## config.mk

```make
export PLATFORM = sky130hd
export DESIGN_NAME = capture_pixel_format_converter
export DESIGN_NICKNAME = d
export VERILOG_FILES = /design/src/rtl/cpfc_pkg.sv /design/src/rtl/capture_pixel_format_converter.sv /design/src/rtl/cpfc_out_fifo.sv
export SDC_FILE = /design/constraint.sdc
export NUM_CORES = 1
export LEC_CHECK = 0
export BUFFER_PORTS_ARGS = -buffer_cell sky130_fd_sc_hd__buf_4
export CAP_MARGIN = 20
export CORE_MARGIN = 3
export CORE_UTILIZATION = 65
export DETAILED_ROUTE_END_ITERATION = 10
export GPL_TIMING_DRIVEN = 0
export PLACE_DENSITY_LB_ADDON = 0.15
export RECOVER_POWER = 100
export SETUP_SLACK_MARGIN = 0.15
export SYNTH_ARGS = -nofsm -noshare
export SYNTH_HDL_FRONTEND = slang
export SYNTH_SLANG_ARGS = --single-unit
```

## constraint.sdc

```tcl
create_clock -name clk_i -period 14.3 [get_ports clk_i]
set_clock_uncertainty 0.05 [all_clocks]
set_input_delay 4.29 -clock clk_i [delete_from_list [all_inputs] [get_ports clk_i]]
set_output_delay 4.29 -clock clk_i [all_outputs]
set_load 0.01 [all_outputs]
```

## src/rtl/cpfc_pkg.sv

```systemverilog
// Package for the capture pixel format converter: types, codes, coefficients, YUV math.
`timescale 1ns / 1ps

package cpfc_pkg;

  // Source format codes held in the mode register
  typedef enum logic [1:0] {
    MODE_GRAY8  = 2'd0,
    MODE_YUV422 = 2'd1,
    MODE_RGB888 = 2'd2,
    MODE_RGB555 = 2'd3
  } src_mode_e;

  // Configuration register indexes
  localparam logic CFG_SOURCE_MODE = 1'b0;
  localparam logic CFG_GRAY_OUTPUT = 1'b1;

  localparam int CFG_IDX_W  = 1;
  localparam int CFG_DATA_W = 2;

  // Output queue depth, power of two and at least four
  localparam int FIFO_DEPTH = 8;

  // One result pixel: red in the low byte, last flag on top
  typedef struct packed {
    logic       last;
    logic [7:0] blue;
    logic [7:0] green;
    logic [7:0] red;
  } pixel_t;

  // Fixed-point YUV coefficients, scale 1024
  localparam int NUM_W = 21;
  localparam logic signed [NUM_W-1:0] COEF_RV = 21'sd1404;
  localparam logic signed [NUM_W-1:0] COEF_GV = 21'sd715;
  localparam logic signed [NUM_W-1:0] COEF_GU = 21'sd344;
  localparam logic signed [NUM_W-1:0] COEF_BU = 21'sd1774;
  localparam logic [7:0] Y_MIN      = 8'd16;
  localparam logic [7:0] Y_MAX      = 8'd235;
  localparam logic [7:0] CHROMA_OFS = 8'd128;

  // Scale down by 1024 and clamp to a byte; negatives go to zero either way
  function automatic logic [7:0] clamp_byte(input logic signed [NUM_W-1:0] num);
    logic [7:0] res;
    if (num[NUM_W-1]) begin
      res = 8'd0;
    end else if (num[NUM_W-2:18] != '0) begin
      res = 8'hFF;
    end else begin
      res = num[17:10];
    end
    return res;
  endfunction

  // One YUV pixel; u and v already have the 128 offset removed
  function automatic pixel_t yuv_pixel(input logic [7:0] y,
                                       input logic signed [8:0] u,
                                       input logic signed [8:0] v);
    logic [7:0]              yc;
    logic signed [NUM_W-1:0] sy;
    logic signed [NUM_W-1:0] uw;
    logic signed [NUM_W-1:0] vw;
    pixel_t                  px;
    if (y < Y_MIN) begin
      yc = Y_MIN;
    end else if (y > Y_MAX) begin
      yc = Y_MAX;
    end else begin
      yc = y;
    end
    sy = $signed({3'b000, yc, 10'b0});
    uw = NUM_W'(u);
    vw = NUM_W'(v);
    px.red   = clamp_byte(sy + vw * COEF_RV);
    px.green = clamp_byte(sy - vw * COEF_GV - uw * COEF_GU);
    px.blue  = clamp_byte(sy + uw * COEF_BU);
    px.last  = 1'b0;
    return px;
  endfunction

endpackage

```

## src/rtl/capture_pixel_format_converter.sv

```systemverilog
// Top level of the capture pixel format converter: input stage, pixel math, result queue.
//
//  channel  | direction | payload
//  ---------+-----------+-------------------------------------------------
//  s_axis   | in        | tdata = src_word[23:0], tuser = row_start
//  m_axis   | out       | tdata = {blue, green, red}, tlast = last
//  cfg      | in        | cfg_idx_i 0 source_mode, 1 gray_output
//
// One source word is taken per cycle while s_axis_tready is high. A word accepted
// is held in the input register; from there its pixels (none, one or a YUV pair)
// enter the result queue and show on m_axis behind any pixels queued before them.
// The queue drains one pixel per cycle while m_axis_tready is high; s_axis_tready
// drops once the queue holds more than Depth-4 pixels, so a stalled output holds back the input.
// Reset clears the mode registers, the YUV pair phase and the queue.
`timescale 1ns / 1ps

module capture_pixel_format_converter #(
  parameter int Depth = cpfc_pkg::FIFO_DEPTH
) (
  input  logic                            clk_i,
  input  logic                            rst_ni,
  // source word stream
  input  logic                            s_axis_tvalid,
  output logic                            s_axis_tready,
  input  logic [23:0]                     s_axis_tdata,   // [23:0] src_word
  input  logic                            s_axis_tuser,   // [0] row_start
  // pixel stream
  output logic                            m_axis_tvalid,
  input  logic                            m_axis_tready,
  output logic [23:0]                     m_axis_tdata,   // [7:0] red, [15:8] green, [23:16] blue
  output logic                            m_axis_tlast,
  // configuration writes
  input  logic                            cfg_we_i,
  input  logic [cpfc_pkg::CFG_IDX_W-1:0]  cfg_idx_i,
  input  logic [cpfc_pkg::CFG_DATA_W-1:0] cfg_data_i
);

  localparam int CntW = $clog2(Depth+1);

  cpfc_pkg::src_mode_e mode_q;
  logic                gray_q;

  logic                s1_valid_q;
  logic [23:0]         s1_word_q;
  logic                s1_row_q;

  logic [15:0]         held_q, held_d;
  logic                phase_q, phase_d;

  logic [1:0]          wr_num;
  cpfc_pkg::pixel_t    px0, px1;
  cpfc_pkg::pixel_t    yuv0, yuv1;
  logic [7:0]          gray_val;
  logic                phase_eff;
  logic signed [8:0]   u_val, v_val;

  logic [CntW-1:0]     q_count;
  cpfc_pkg::pixel_t    q_data;
  logic                s_accept;

  // configuration registers
  always_ff @(posedge clk_i or negedge rst_ni) begin
    if (!rst_ni) begin
      mode_q <= cpfc_pkg::MODE_GRAY8;
      gray_q <= 1'b0;
    end else if (cfg_we_i) begin
      unique case (cfg_idx_i)
        cpfc_pkg::CFG_SOURCE_MODE: mode_q <= cpfc_pkg::src_mode_e'(cfg_data_i[1:0]);
        cpfc_pkg::CFG_GRAY_OUTPUT: gray_q <= cfg_data_i[0];
        default: ;
      endcase
    end
  end

  // input stage
  assign s_axis_tready = (q_count <= CntW'(Depth - 4));
  assign s_accept      = s_axis_tvalid && s_axis_tready;

  always_ff @(posedge clk_i or negedge rst_ni) begin
    if (!rst_ni) begin
      s1_valid_q <= 1'b0;
    end else begin
      s1_valid_q <= s_accept;
    end
  end

  always_ff @(posedge clk_i) begin
    if (s_accept) begin
      s1_word_q <= s_axis_tdata;
      s1_row_q  <= s_axis_tuser;
    end
  end

  // chroma from the held first word (U) and the current word (V)
  assign u_val = $signed({1'b0, held_q[15:8]}) - $signed({1'b0, cpfc_pkg::CHROMA_OFS});
  assign v_val = $signed({1'b0, s1_word_q[15:8]}) - $signed({1'b0, cpfc_pkg::CHROMA_OFS});
  assign yuv0  = cpfc_pkg::yuv_pixel(held_q[7:0], u_val, v_val);
  assign yuv1  = cpfc_pkg::yuv_pixel(s1_word_q[7:0], u_val, v_val);

  // gray value per source format
  always_comb begin
    case (mode_q)
      cpfc_pkg::MODE_RGB555: gray_val = s1_word_q[14:7];
      default:               gray_val = s1_word_q[7:0];
    endcase
  end

  // pair sequencing and pixel selection
  always_comb begin
    phase_eff = s1_row_q ? 1'b0 : phase_q;
    held_d    = held_q;
    phase_d   = phase_q;
    wr_num    = 2'd0;
    px0       = '0;
    px1       = yuv1;
    px1.last  = 1'b1;
    if (s1_valid_q) begin
      if (mode_q == cpfc_pkg::MODE_YUV422 && !gray_q) begin
        if (!phase_eff) begin
          held_d  = s1_word_q[15:0];
          phase_d = 1'b1;
        end else begin
          phase_d = 1'b0;
          wr_num  = 2'd2;
          px0     = yuv0;
        end
      end else begin
        phase_d  = 1'b0;
        wr_num   = 2'd1;
        px0.last = 1'b1;
        if (mode_q == cpfc_pkg::MODE_GRAY8 || gray_q) begin
          px0.red   = gray_val;
          px0.green = gray_val;
          px0.blue  = gray_val;
        end else if (mode_q == cpfc_pkg::MODE_RGB888) begin
          px0.red   = s1_word_q[23:16];
          px0.green = s1_word_q[15:8];
          px0.blue  = s1_word_q[7:0];
        end else begin
          // RGB555 slices overlap on purpose
          px0.red   = s1_word_q[14:7];
          px0.green = s1_word_q[9:2];
          px0.blue  = {s1_word_q[4:0], 3'b000};
        end
      end
    end
  end

  always_ff @(posedge clk_i or negedge rst_ni) begin
    if (!rst_ni) begin
      held_q  <= '0;
      phase_q <= 1'b0;
    end else begin
      held_q  <= held_d;
      phase_q <= phase_d;
    end
  end

  // result queue
  cpfc_out_fifo #(
    .Depth(Depth)
  ) u_out_fifo (
    .clk_i     (clk_i),
    .rst_ni    (rst_ni),
    .wr_num_i  (wr_num),
    .wr_px0_i  (px0),
    .wr_px1_i  (px1),
    .count_o   (q_count),
    .rd_valid_o(m_axis_tvalid),
    .rd_ready_i(m_axis_tready),
    .rd_data_o (q_data)
  );

  assign m_axis_tdata = q_data[23:0];
  assign m_axis_tlast = q_data.last;

endmodule

```

## src/rtl/cpfc_out_fifo.sv

```systemverilog
// Result queue: takes up to two pixels a cycle, hands out one per transaction.
`timescale 1ns / 1ps

module cpfc_out_fifo #(
  parameter int Depth = cpfc_pkg::FIFO_DEPTH
) (
  input  logic                       clk_i,
  input  logic                       rst_ni,
  input  logic [1:0]                 wr_num_i,
  input  cpfc_pkg::pixel_t           wr_px0_i,
  input  cpfc_pkg::pixel_t           wr_px1_i,
  output logic [$clog2(Depth+1)-1:0] count_o,
  output logic                       rd_valid_o,
  input  logic                       rd_ready_i,
  output cpfc_pkg::pixel_t           rd_data_o
);

  localparam int PtrW = $clog2(Depth);
  localparam int CntW = $clog2(Depth+1);

  cpfc_pkg::pixel_t mem_q [Depth];
  logic [PtrW-1:0]  wr_ptr_q, wr_ptr_d;
  logic [PtrW-1:0]  rd_ptr_q, rd_ptr_d;
  logic [CntW-1:0]  count_q, count_d;
  logic             pop;
  logic [PtrW-1:0]  wr_ptr_nxt;

  assign pop        = rd_valid_o && rd_ready_i;
  assign wr_ptr_nxt = wr_ptr_q + PtrW'(1);

  // pointer and fill bookkeeping
  always_comb begin
    wr_ptr_d = wr_ptr_q + PtrW'(wr_num_i);
    rd_ptr_d = pop ? rd_ptr_q + PtrW'(1) : rd_ptr_q;
    count_d  = count_q + CntW'(wr_num_i) - CntW'(pop);
  end

  always_ff @(posedge clk_i or negedge rst_ni) begin
    if (!rst_ni) begin
      wr_ptr_q <= '0;
      rd_ptr_q <= '0;
      count_q  <= '0;
    end else begin
      wr_ptr_q <= wr_ptr_d;
      rd_ptr_q <= rd_ptr_d;
      count_q  <= count_d;
    end
  end

  // storage, one or two writes per cycle
  always_ff @(posedge clk_i) begin
    if (wr_num_i != 2'd0) begin
      mem_q[wr_ptr_q] <= wr_px0_i;
    end
    if (wr_num_i == 2'd2) begin
      mem_q[wr_ptr_nxt] <= wr_px1_i;
    end
  end

  assign count_o    = count_q;
  assign rd_valid_o = (count_q != '0);
  assign rd_data_o  = mem_q[rd_ptr_q];

endmodule

```

; ---- After elaboration in Yosys (flattened, before gate mapping)
; Memories as Yosys holds them, arrays and structs flattened.
; Index checks and enable logic that the tools add are counted.
[totals]
elab_cells = 90
mem_count = 1
mem_bits_rw = 200
register_bits = 56
inputBits = 33
[op_classes]
n_lt_le_gt_ge = 5
addsub = 15
n_mul = 4
n_mux = 32
n_bitwise = 2
n_reduce_logical = 17
eq_ne = 4
[memory_table]
columns = memory, depth, width, read_ports, rd_ports_with_merged_regs, write_ports, line
row1 = u_out_fifo.mem_q, 8, 25, 1, 0, 2, cpfc_out_fifo.sv:21  ; cpfc_pkg::pixel_t mem_q [Depth];
[op_table]
columns = operator, count
row1 = $mux 8, 17
row2 = $add 19x21->21, 4
row3 = $mux 24, 3
row4 = $mux 25, 2
row5 = $sub 19x20->21, 2
row6 = $sub 21x19->21, 2
row7 = $mul 9x11->20 const B, 2
row8 = $mul 9x10->19 const B, 1
row9 = $sub 8x8->9 const B, 2
row10 = $gt 8x8->1 const B, 2
row11 = $lt 8x5->1 const B, 2
row12 = $mul 9x7->16 const B, 1
row13 = $reduce_bool 2->1, 7
row14 = $mux 1, 7
row15 = $add 3x1->3 const B, 2
row16 = $eq 2x2->1 const B, 3
row17 = $mux 2, 3
row18 = $add 4x2->4, 1
row19 = $le 4x3->1 const B, 1
row20 = $reduce_and 2->1, 2
row21 = $reduce_bool 4->1, 1
row22 = $sub 4x1->4, 1
row23 = $add 3x2->3, 1
row24 = $logic_and 1x1->1, 3
row25 = 6 further kinds, 7

; ---- Logic depth before layout (Yosys ltp)
; Gate-level depths: netlist of run 1.
[logic_depth]
word_depth = 11
depth_mapped = 32
depth_no_buf = 32

; ---- Modules after synthesis
; Synthesis of run 1 repeated with hierarchy kept, for this count alone.
[hier_totals]
cells_unflattened = 1952
area_unflattened_um2 = 22502.8
[by_module_without_submodules]
columns = module, n_inst, area_per_inst_um2, cells_per_inst, seq_area_each_um2
row1 = capture_pixel_format_converter, 1, 11843.9, 1373, 1276.2
row2 = cpfc_out_fifo, 1, 10659.0, 579, 6256.0

; ---- Least setup slack after synthesis of run 1
; OpenSTA, ideal clock, no wires.
[synth_path]
path_kind = register to register
startpoint = reg s1_word_q[15]
endpoint = mem u_out_fifo.mem_q[0][11] in the netlist's numbering (data pin)
setup_time_ps = 170
slack_ps = 6553
t_arrival_ps = 7527
required_ps = 14080
stages_incl_launch_ff = 29
period_less_slack_ps = 7747
path_buffers = 0
path_cell_list = edfxtp_1 clkinv_1 ha_1 inv_1 ha_1 inv_1 fa_1 inv_1 fa_1 ha_1 ha_1 nor2b_1 o21ai_0 a21boi_0 o21ai_0 a21oi_1 o21a_1 o21a_1 nor2_1 xor2_1 fa_1 ha_1 a21o_1 or4_1 a31o_2 a21o_1 a31oi_2 nor2_1 o31ai_1
[synth_lines]
columns = item, line
row1 = from (decl), capture_pixel_format_converter.sv:44  ; logic [23:0] s1_word_q;
row2 = from (signal assigned), capture_pixel_format_converter.sv:89  ; s1_word_q <= s_axis_tdata;
row3 = to (decl), cpfc_out_fifo.sv:21

==> qor.txt, run 1 <==
dpl ws: 4.57 ns
run status: finished, violations left
All-Layer GR Usage: 34.5%
synthesized area: 22200 sq um
Die Ht: 191 um
vias in the first global route: 17752
Final Cycle Share: 81.1%
Setup CP Type: flop to flop
Worst-Margin Slew: 2.77 ns
Longest Clk Path Bufs: 3
Final nets: 2582
Fin. Hold Viols: 0
post_cts resized: 0
cell count after synthesis: 2096
Async SR Flop Fraction: 12.1%
fraction of layout cells with a size suffix above 1: 9.39%
Synth top area share: 29.3%
Vias: 17955
initial antenna violation count: 1
WL/cell: 23.6 um
CP startpoint kind: flop
clk sink count: 256
Filler cells: 2488
postcts setup bufs: 0
Main synth FF type: edfxtp_1
Synth Area in Compound Gates: 18.0%
sequential area share after synthesis: 33.5%
die width: 191 um
Synth Area in XOR/XNOR: 3.43%
# IOs: 60
CP Data Arrival Time: 11.74 ns
CTS tree: done
Syn-to-layout area delta: 8.22%
Final TNS setup: 0 ns
Reg clk slew, reported paths: 0.06 ns
CP peak stage delay: 2.27 ns
DRC violations left: 0
HP Class: flop to flop
Max Fanout on Critical Path: 13
mean area per synthesized cell: 10.6 sq um
Overflow after GRT: 0
RSZ-0062 raised after global routing: false
register area: 7450 sq um
Post-CTS Hold Buffers: 0
Placer Congestion: 0.958
largest net degree at the start of global routing: 32
Yosys warning count: 0
DP HPWL: 49800 um
root buffer cell: clkbuf_16
critical path capture point type: flop
CP max-delay cell: a2111oi_0
Clk Latency, worst-skew pair: 0.57 ns
row cnt: 67
Synth Area in Simple Gates: 8.81%
area taken by multi-input logic gates: 13500 sq um
Synth Area in Adders: 23.3%
total wire length: 62800 um
maxcap violations: 7
Syn Nets: 2484
count of cell types in the netlist: 87
FMAX: 86.2 MHz
Detail Route Antenna Nets: 0
Final Max Tran Viols: 128
Req. time, crit path: 14.43 ns
max_slew headroom: -89.6%
failing checks: capacitance limit, slew limit
fin worst setup slack: 2.70 ns
cell area after layout: 24100 sq um
Final Core Density: 71.6%
Area after DPL: 23400 sq um
drt initial violations: 1827
CTS Buf Count: 27
via density per instance: 6.74
register bit total from synthesis: 256
I/O Buffers: 59
H-tree depth: 1
most used cell along the critical path: inv_1
portion of netlist area occupied by mux cells: 7.47%
main area contributors after synthesis: edfxtp_1 29%, ha_1 14%, fa_1 9.0%
leading area contributor after synthesis: edfxtp_1
EDFF count, synth: 217
n_diodes: 0
core area: 33600 sq um
minimum clock period after layout: 11.60 ns
first-pass iteration count of the detailed router: 6
die area: 36500 sq um
largest family of logic cells by synthesized area: adder cells
first-pass GRT wire length: 98000 um
final setup fails: 0
Initial Utilization: 66.2%
## cell usage after synthesis, drive strengths merged, types with 23 or more instances
library cell / instances
clkbuf: 66
nand3: 28
a21oi: 96
o22ai: 138
a21o: 25
mux4: 50
nor3: 31
dfrtp: 31
nand2: 127
ha: 255
xor2: 24
fa: 100
o21ai: 96
o21a: 24
xnor2: 63
mux2: 37
nor2: 106
nand2b: 23
o221ai: 57
edfxtp: 217
inv: 242
## routing by layer
metal	track usage, %	vias to the layer above	share of wire (%)
li1	-	8029	-
met1	44.8	8706	39
met2	59.1	1032	49
met3	3.81	186	8.2
met4	14.6	2	4.4
met5	0	-	0.021
## final timing paths
kind                       slack [ns]                                  from                                    to  depth (start not counted)
max                              2.70               s1_word_q[15]$_DFFE_PP_     u_out_fifo.mem_q[3][15]$_DFFE_PP_                         30
min                              0.43  u_out_fifo.mem_q[3][24]$_SDFFE_PP1P_  u_out_fifo.mem_q[3][24]$_SDFFE_PP1P_                          1
max reg2reg                      2.70               s1_word_q[15]$_DFFE_PP_     u_out_fifo.mem_q[3][15]$_DFFE_PP_                         30
min reg2reg                      0.43  u_out_fifo.mem_q[3][24]$_SDFFE_PP1P_  u_out_fifo.mem_q[3][24]$_SDFFE_PP1P_                          1
max in group asynchronous        8.73                                rst_ni      u_out_fifo.wr_ptr_q[2]$_DFF_PN0_                          1
min in group asynchronous        4.28                                rst_ni                held_q[10]$_DFFE_PN0P_                          1
## layout make-up
type	count	area share, %
multi-input combinational	1519	56.0
sequential	256	31.0
inverter	245	3.82
clock buffer	39	3.20
tap	448	2.33
timing repair buffer	69	1.65
buffer	76	1.26
clock inverter	11	0.831
## state kept, by name, summed over array words and instances (netlist names)
name and count:
s1_row_q 1, s1_word_q 24, u_out_fifo.rd_ptr_q 3, gray_q 1
u_out_fifo.count_o 4, mode_q 2, s1_valid_q 1, held_q 16
phase_q 1, u_out_fifo.mem_q 200, u_out_fifo.wr_ptr_q 3
## cells by family after synthesis
kind of cell,count (synthesis)
buf+inv,321
fa+ha+maj,355
xor+xnor,87
flops,256
compound gates,577
simple gates,401
mux,99
## per-stage QoR
step | hold slack (ns) | instances
final | 0.430 | 2663
after global routing | 0.443 | 2663
after CTS | 0.426 | 2662
after detailed placement | 0.412 | 2612
after global placement | 0.392 | 2603
after floorplan | 0.380 | 2096
## cells in the final DEF (no fill, tap or decap), types with 9 or more instances in the layout
cell type | synthesis | layout
fa_1 | 100 | 100
mux4_2 | 50 | 50
or3_1 | 12 | 12
inv_1 | 241 | 242
nand2b_1 | 23 | 23
clkbuf_4 | 0 | 27
clkbuf_16 | 0 | 27
a21oi_1 | 95 | 95
mux2i_1 | 12 | 12
mux2_2 | 37 | 37
xor2_1 | 24 | 24
nor2b_1 | 15 | 15
nand2_1 | 126 | 126
o21bai_1 | 12 | 12
o22ai_1 | 138 | 138
a31oi_1 | 11 | 13
nor2_1 | 106 | 106
o221ai_1 | 56 | 56
o31ai_1 | 12 | 14
nand3_1 | 27 | 27
clkbuf_1 | 66 | 110
or2_2 | 15 | 12
ha_1 | 255 | 255
edfxtp_1 | 217 | 217
a21o_1 | 25 | 25
nor3_1 | 30 | 31
dfrtp_1 | 31 | 31
nand4_2 | 9 | 9
o21ai_0 | 87 | 93
o21a_1 | 24 | 24
a22oi_1 | 14 | 14
xnor2_1 | 63 | 63
a211o_1 | 14 | 14
## worst max-delay path, delay by kind of cell (launching register included)
kind,cells,cell delay (ns)
AO/OA/AOI/OAI,12,5.01
adder cells (fa/ha/maj),8,3.39
buffers and inverters,8,1.34
flip-flops,1,0.89
XOR/XNOR,1,0.32
multiplexers,1,0.20
Power of run 1 is not shown: default switching activity piles up to over one toggle a cycle in this logic, so the estimate is an artifact.
==> run 2, diff against run 1 <==
clock period = 11.7 ns   (was 14.3 ns; I/O delays follow)
==> run 2 against run 1 <==
  * The flow still finishes with violations (capacitance limit, slew limit)
  * Via count fell by 0.38%
  * Global-route usage unchanged
  * Critical path depth stayed put
  * First-iteration DRC count grew 1.1%
  * Register-to-register slack got worse by 1.1 ns
  * Cell count unchanged
  * Flip-flop and latch count is the same
  * Core utilization up 0.056 points
  * Design area is essentially flat
  * Non-clock buffer count stayed put
  * Routed wire length decreased by 0.14%
  * Fmax up 15%
  * Largest cell class unchanged
  * Highest routed layer unchanged
==> qor.txt, run 2 (synthesis gave the netlist of run 1 again) <==
most frequent cells in the layout: 255 x ha_1, 242 x inv_1, 217 x edfxtp_1
Critical path origin: s1_word_q[15]$_DFFE_PP_
Worst Hold End: u_out_fifo.mem_q[3][24]$_SDFFE_PP1P_
row cnt: 67
hold depth: 1
core area: 33600 sq um
via density per instance: 6.72
drt initial violations: 1848
Longest Clk Path Bufs: 3
CTS tree: done
largest reg by FF count: u_out_fifo.mem_q
root buffer cell: clkbuf_16
Crit path max-delay family: adder cells
CP peak stage delay: 0.90 ns
FF-to-FF path depth: 30
Overflow after GRT: 0
first-pass GRT wire length: 98000 um
cell area after layout: 24100 sq um
RSZ-0062 raised after global routing: false
Filler cells: 2487
failing checks: capacitance limit, slew limit
Initial Utilization: 66.2%
I/O Buffers: 59
Final Cycle Share: 86.4%
# IOs: 60
vias in the first global route: 17752
Area after DPL: 23400 sq um
hold wc startpoint: u_out_fifo.mem_q[3][24]$_SDFFE_PP1P_
grt peak-use layer: met2
HP Class: flop to flop
total wire length: 62700 um
WL/cell: 23.5 um
Placer Congestion: 0.958
minimum clock period after layout: 10.11 ns
postcts setup bufs: 0
H-tree depth: 1
initial antenna violation count: 1
Die Ht: 191 um
Syn-to-layout area delta: 8.31%
CP startpoint kind: flop
Setup CP Type: flop to flop
Final Max Tran Viols: 118
n_diodes: 0
Clk Latency, worst-skew pair: 0.57 ns
Detail Route Antenna Nets: 0
Req. time, crit path: 12.00 ns
CP max-delay cell: edfxtp_1
reg-to-reg startpoint: s1_word_q[15]$_DFFE_PP_
reg-to-reg endpoint: u_out_fifo.mem_q[0][12]$_DFFE_PP_
run status: finished, violations left
Vias: 17886
max_slew headroom: -35.6%
Inst Count DP: 2612
CP Data Arrival Time: 10.40 ns
DP HPWL: 49800 um
largest net degree at the start of global routing: 32
Top Registers: u_out_fifo.mem_q x200, s1_word_q x24, held_q x16
DRC violations left: 0
Max Fanout on Critical Path: 13
die area: 36500 sq um
Post-CTS Hold Buffers: 0
GR Layer Usage met2: 59.1%
max reg flops: 200
Fin. Hold Viols: 0
maxcap violations: 5
die width: 191 um
most used cell along the critical path: inv_1
critical path capture point type: flop
final setup fails: 0
Reg clk slew, reported paths: 0.06 ns
grt met3 use: 3.81%
clk sink count: 256
Critical path buffers and inverters: 8
post_cts resized: 0
Worst-Margin Slew: 2.03 ns
R2R Setup Slk: 1.59 ns
Layout Cells excl Fill: 2663
CTS Buf Count: 27
All-Layer GR Usage: 34.5%
FMAX: 98.9 MHz
first-pass iteration count of the detailed router: 7
Final nets: 2582
Final TNS setup: 0 ns
fraction of layout cells with a size suffix above 1: 9.44%
commonest non-fill, non-tap cell in the layout: ha_1
routing usage on met1: 44.8%
## run 2: cell types whose count changed in the layout (fill, tap and decap cells not counted)
| cell | change |
|---|---|
| a2111oi_0 | -1 |
| a2111oi_4 | +1 |
## run 2: stage by stage
stage / hold WS (ns) / util [%] / setup WS (ns)
after floorplan: 0.380 / - / 3.95
after global placement: 0.392 / 69.2 / 2.10
after detailed placement: 0.412 / 69.7 / 1.97
after CTS: 0.426 / 72.5 / 1.88
after global routing: 0.443 / 71.7 / 1.14
final: 0.432 / 71.7 / 1.59
## run 2: how the worst max path moves through the flow
stage | end | slack (ns) | cells past startpoint
after detailed placement | u_out_fifo.mem_q[6][10]$_DFFE_PP_ | 1.97 | 28
final | u_out_fifo.mem_q[0][12]$_DFFE_PP_ | 1.59 | 30
after global placement | u_out_fifo.mem_q[3][15]$_DFFE_PP_ | 2.10 | 30
after global routing | u_out_fifo.mem_q[0][12]$_DFFE_PP_ | 1.14 | 30
after CTS | u_out_fifo.mem_q[0][12]$_DFFE_PP_ | 1.88 | 28
after floorplan | u_out_fifo.mem_q[0][11]$_DFFE_PP_ | 3.95 | 28
## run 2: area by class of cell
type,instances,area (sq um),share of cell area (%)
multi-input combinational,1519,13500,56.0
sequential,256,7450,30.9
inverter,245,920,3.82
clock buffer,39,771,3.20
tap,448,561,2.33
timing repair buffer,69,397,1.65
buffer,76,303,1.26
clock inverter,11,200,0.831
## run 2: routing by layer
metal	part of all wire [%]	vias up
met5	0.021	-
met4	4.8	2
met3	8.3	209
met2	49	989
met1	38	8664
li1	-	8022
## run 2: worst register-to-register path: cells and delay by family (launching register included)
family	cells	cell delay (ns)
compound gates	11	3.30
xor+xnor	1	0.34
fa+ha+maj	8	3.40
buf+inv	8	1.34
flops	1	0.90
mux	1	0.17
simple gates	1	0.40
Power of run 2 is left out for the same reason.
==> run 3, diff against run 2 <==
REMOVE_ABC_BUFFERS = 1   (was not set)
==> run 3 against run 2 <==
  * The flow still finishes with violations (capacitance limit, slew limit)
  * Core utilization down 0.62 points
  * Sequential share of layout area up 0.27 points
  * Routed wire length down 1.9%
  * Critical path depth unchanged
  * Cell count down 2.4%
  * Via count down 0.72%
  * Critical endpoint is now u_out_fifo.mem_q[5][10]$_DFFE_PP_
==> qor.txt, run 3 (synthesis gave the netlist of run 1 again) <==
first-pass iteration count of the detailed router: 7
HP Class: flop to flop
clk sink count: 256
failing checks: capacitance limit, slew limit
drt initial violations: 2490
Max Fanout on Critical Path: 20
Syn-to-layout area delta: 7.37%
dpl ws: 1.75 ns
# IOs: 60
Final Cycle Share: 87.9%
post_cts resized: 0
Longest Clk Path Bufs: 3
Layout Cells excl Fill: 2598
Reg clk slew, reported paths: 0.06 ns
row cnt: 67
CP peak stage delay: 1.01 ns
Final Max Tran Viols: 198
WL/cell: 23.7 um
vias in the first global route: 17822
Vias: 17758
critical path capture point type: flop
minimum clock period after layout: 10.28 ns
max_slew headroom: -105%
root buffer cell: clkbuf_16
All-Layer GR Usage: 34.1%
I/O Buffers: 59
postcts setup bufs: 0
Inst Count DP: 2546
Initial Utilization: 66.2%
most frequent cells in the layout: 255 x ha_1, 242 x inv_1, 217 x edfxtp_1
Top Registers: u_out_fifo.mem_q x200, s1_word_q x24, held_q x16
largest reg by FF count: u_out_fifo.mem_q
Placer Congestion: 0.962
Final nets: 2519
commonest non-fill, non-tap cell in the layout: ha_1
fraction of layout cells with a size suffix above 1: 9.95%
Worst-Margin Slew: 3.08 ns
Setup CP Type: flop to flop
FMAX: 97.2 MHz
Final TNS setup: 0 ns
Die Ht: 191 um
Critical path origin: s1_word_q[15]$_DFFE_PP_
core area: 33600 sq um
CTS Buf Count: 27
total wire length: 61500 um
maxcap violations: 8
hold wc startpoint: u_out_fifo.mem_q[6][24]$_SDFFE_PP1P_
CP startpoint kind: flop
run status: finished, violations left
max reg flops: 200
largest net degree at the start of global routing: 39
initial antenna violation count: 0
die area: 36500 sq um
Clk Latency, worst-skew pair: 0.56 ns
DP HPWL: 45600 um
RSZ-0062 raised after global routing: false
die width: 191 um
H-tree depth: 1
Fin. Hold Viols: 0
final setup fails: 0
DRC violations left: 0
reg-to-reg startpoint: s1_word_q[15]$_DFFE_PP_
n_diodes: 0
CP Data Arrival Time: 10.57 ns
Post-CTS Hold Buffers: 0
via density per instance: 6.84
Req. time, crit path: 11.98 ns
Detail Route Antenna Nets: 0
CTS tree: done
Filler cells: 2466
Overflow after GRT: 0
first-pass GRT wire length: 96900 um
fin worst setup slack: 1.42 ns
CP max-delay cell: edfxtp_1
R2R Setup Slk: 1.42 ns
## run 3: final cells by class
| type | instances | area (sq um) | area share, % |
|---|---|---|---|
| clock inverter | 14 | 109 | 0.456 |
| clock buffer | 34 | 702 | 2.94 |
| sequential | 256 | 7450 | 31.2 |
| timing repair buffer | 82 | 601 | 2.51 |
| multi-input combinational | 1519 | 13500 | 56.7 |
| inverter | 245 | 920 | 3.85 |
| tap | 448 | 561 | 2.35 |
## run 3: critical path, delay by kind of cell, from the launching register on
family                   cells  cell delay (ns)
AO/OA/AOI/OAI               10             2.43
XOR/XNOR                     2             1.24
adder cells (fa/ha/maj)      8             3.14
buffers and inverters        6             1.14
flip-flops                   1             1.01
AND/OR/NAND/NOR              4             1.01
## run 3: path summary, 6_finish.rpt
check,to,cells after the start
min,u_out_fifo.mem_q[6][24]$_SDFFE_PP1P_,2
min in group asynchronous,u_out_fifo.rd_ptr_q[2]$_DFFE_PN0P_,1
max,u_out_fifo.mem_q[5][10]$_DFFE_PP_,30
min reg2reg,u_out_fifo.mem_q[6][24]$_SDFFE_PP1P_,2
max in group asynchronous,u_out_fifo.rd_ptr_q[1]$_DFFE_PN0P_,1
max reg2reg,u_out_fifo.mem_q[5][10]$_DFFE_PP_,30
## run 3: layer usage
metal | wire length (um) | up-vias | track usage, %
met5 | 0 | - | 0
met4 | 2800 | 0 | 13.9
met3 | 5850 | 231 | 4.73
met2 | 29900 | 1109 | 57.3
met1 | 23000 | 8513 | 44.9
li1 | - | 7905 | -
## run 3: stage by stage
stage,instance area (sq um),util [%],hold slack (ns)
global placement,22900,68.3,0.396
global route,23900,71.1,0.470
floorplan,21900,-,0.380
detailed placement,23400,69.6,0.427
finish,23900,71.1,0.445
CTS,24200,72.0,0.444
Power of run 3 is left out for the same reason.
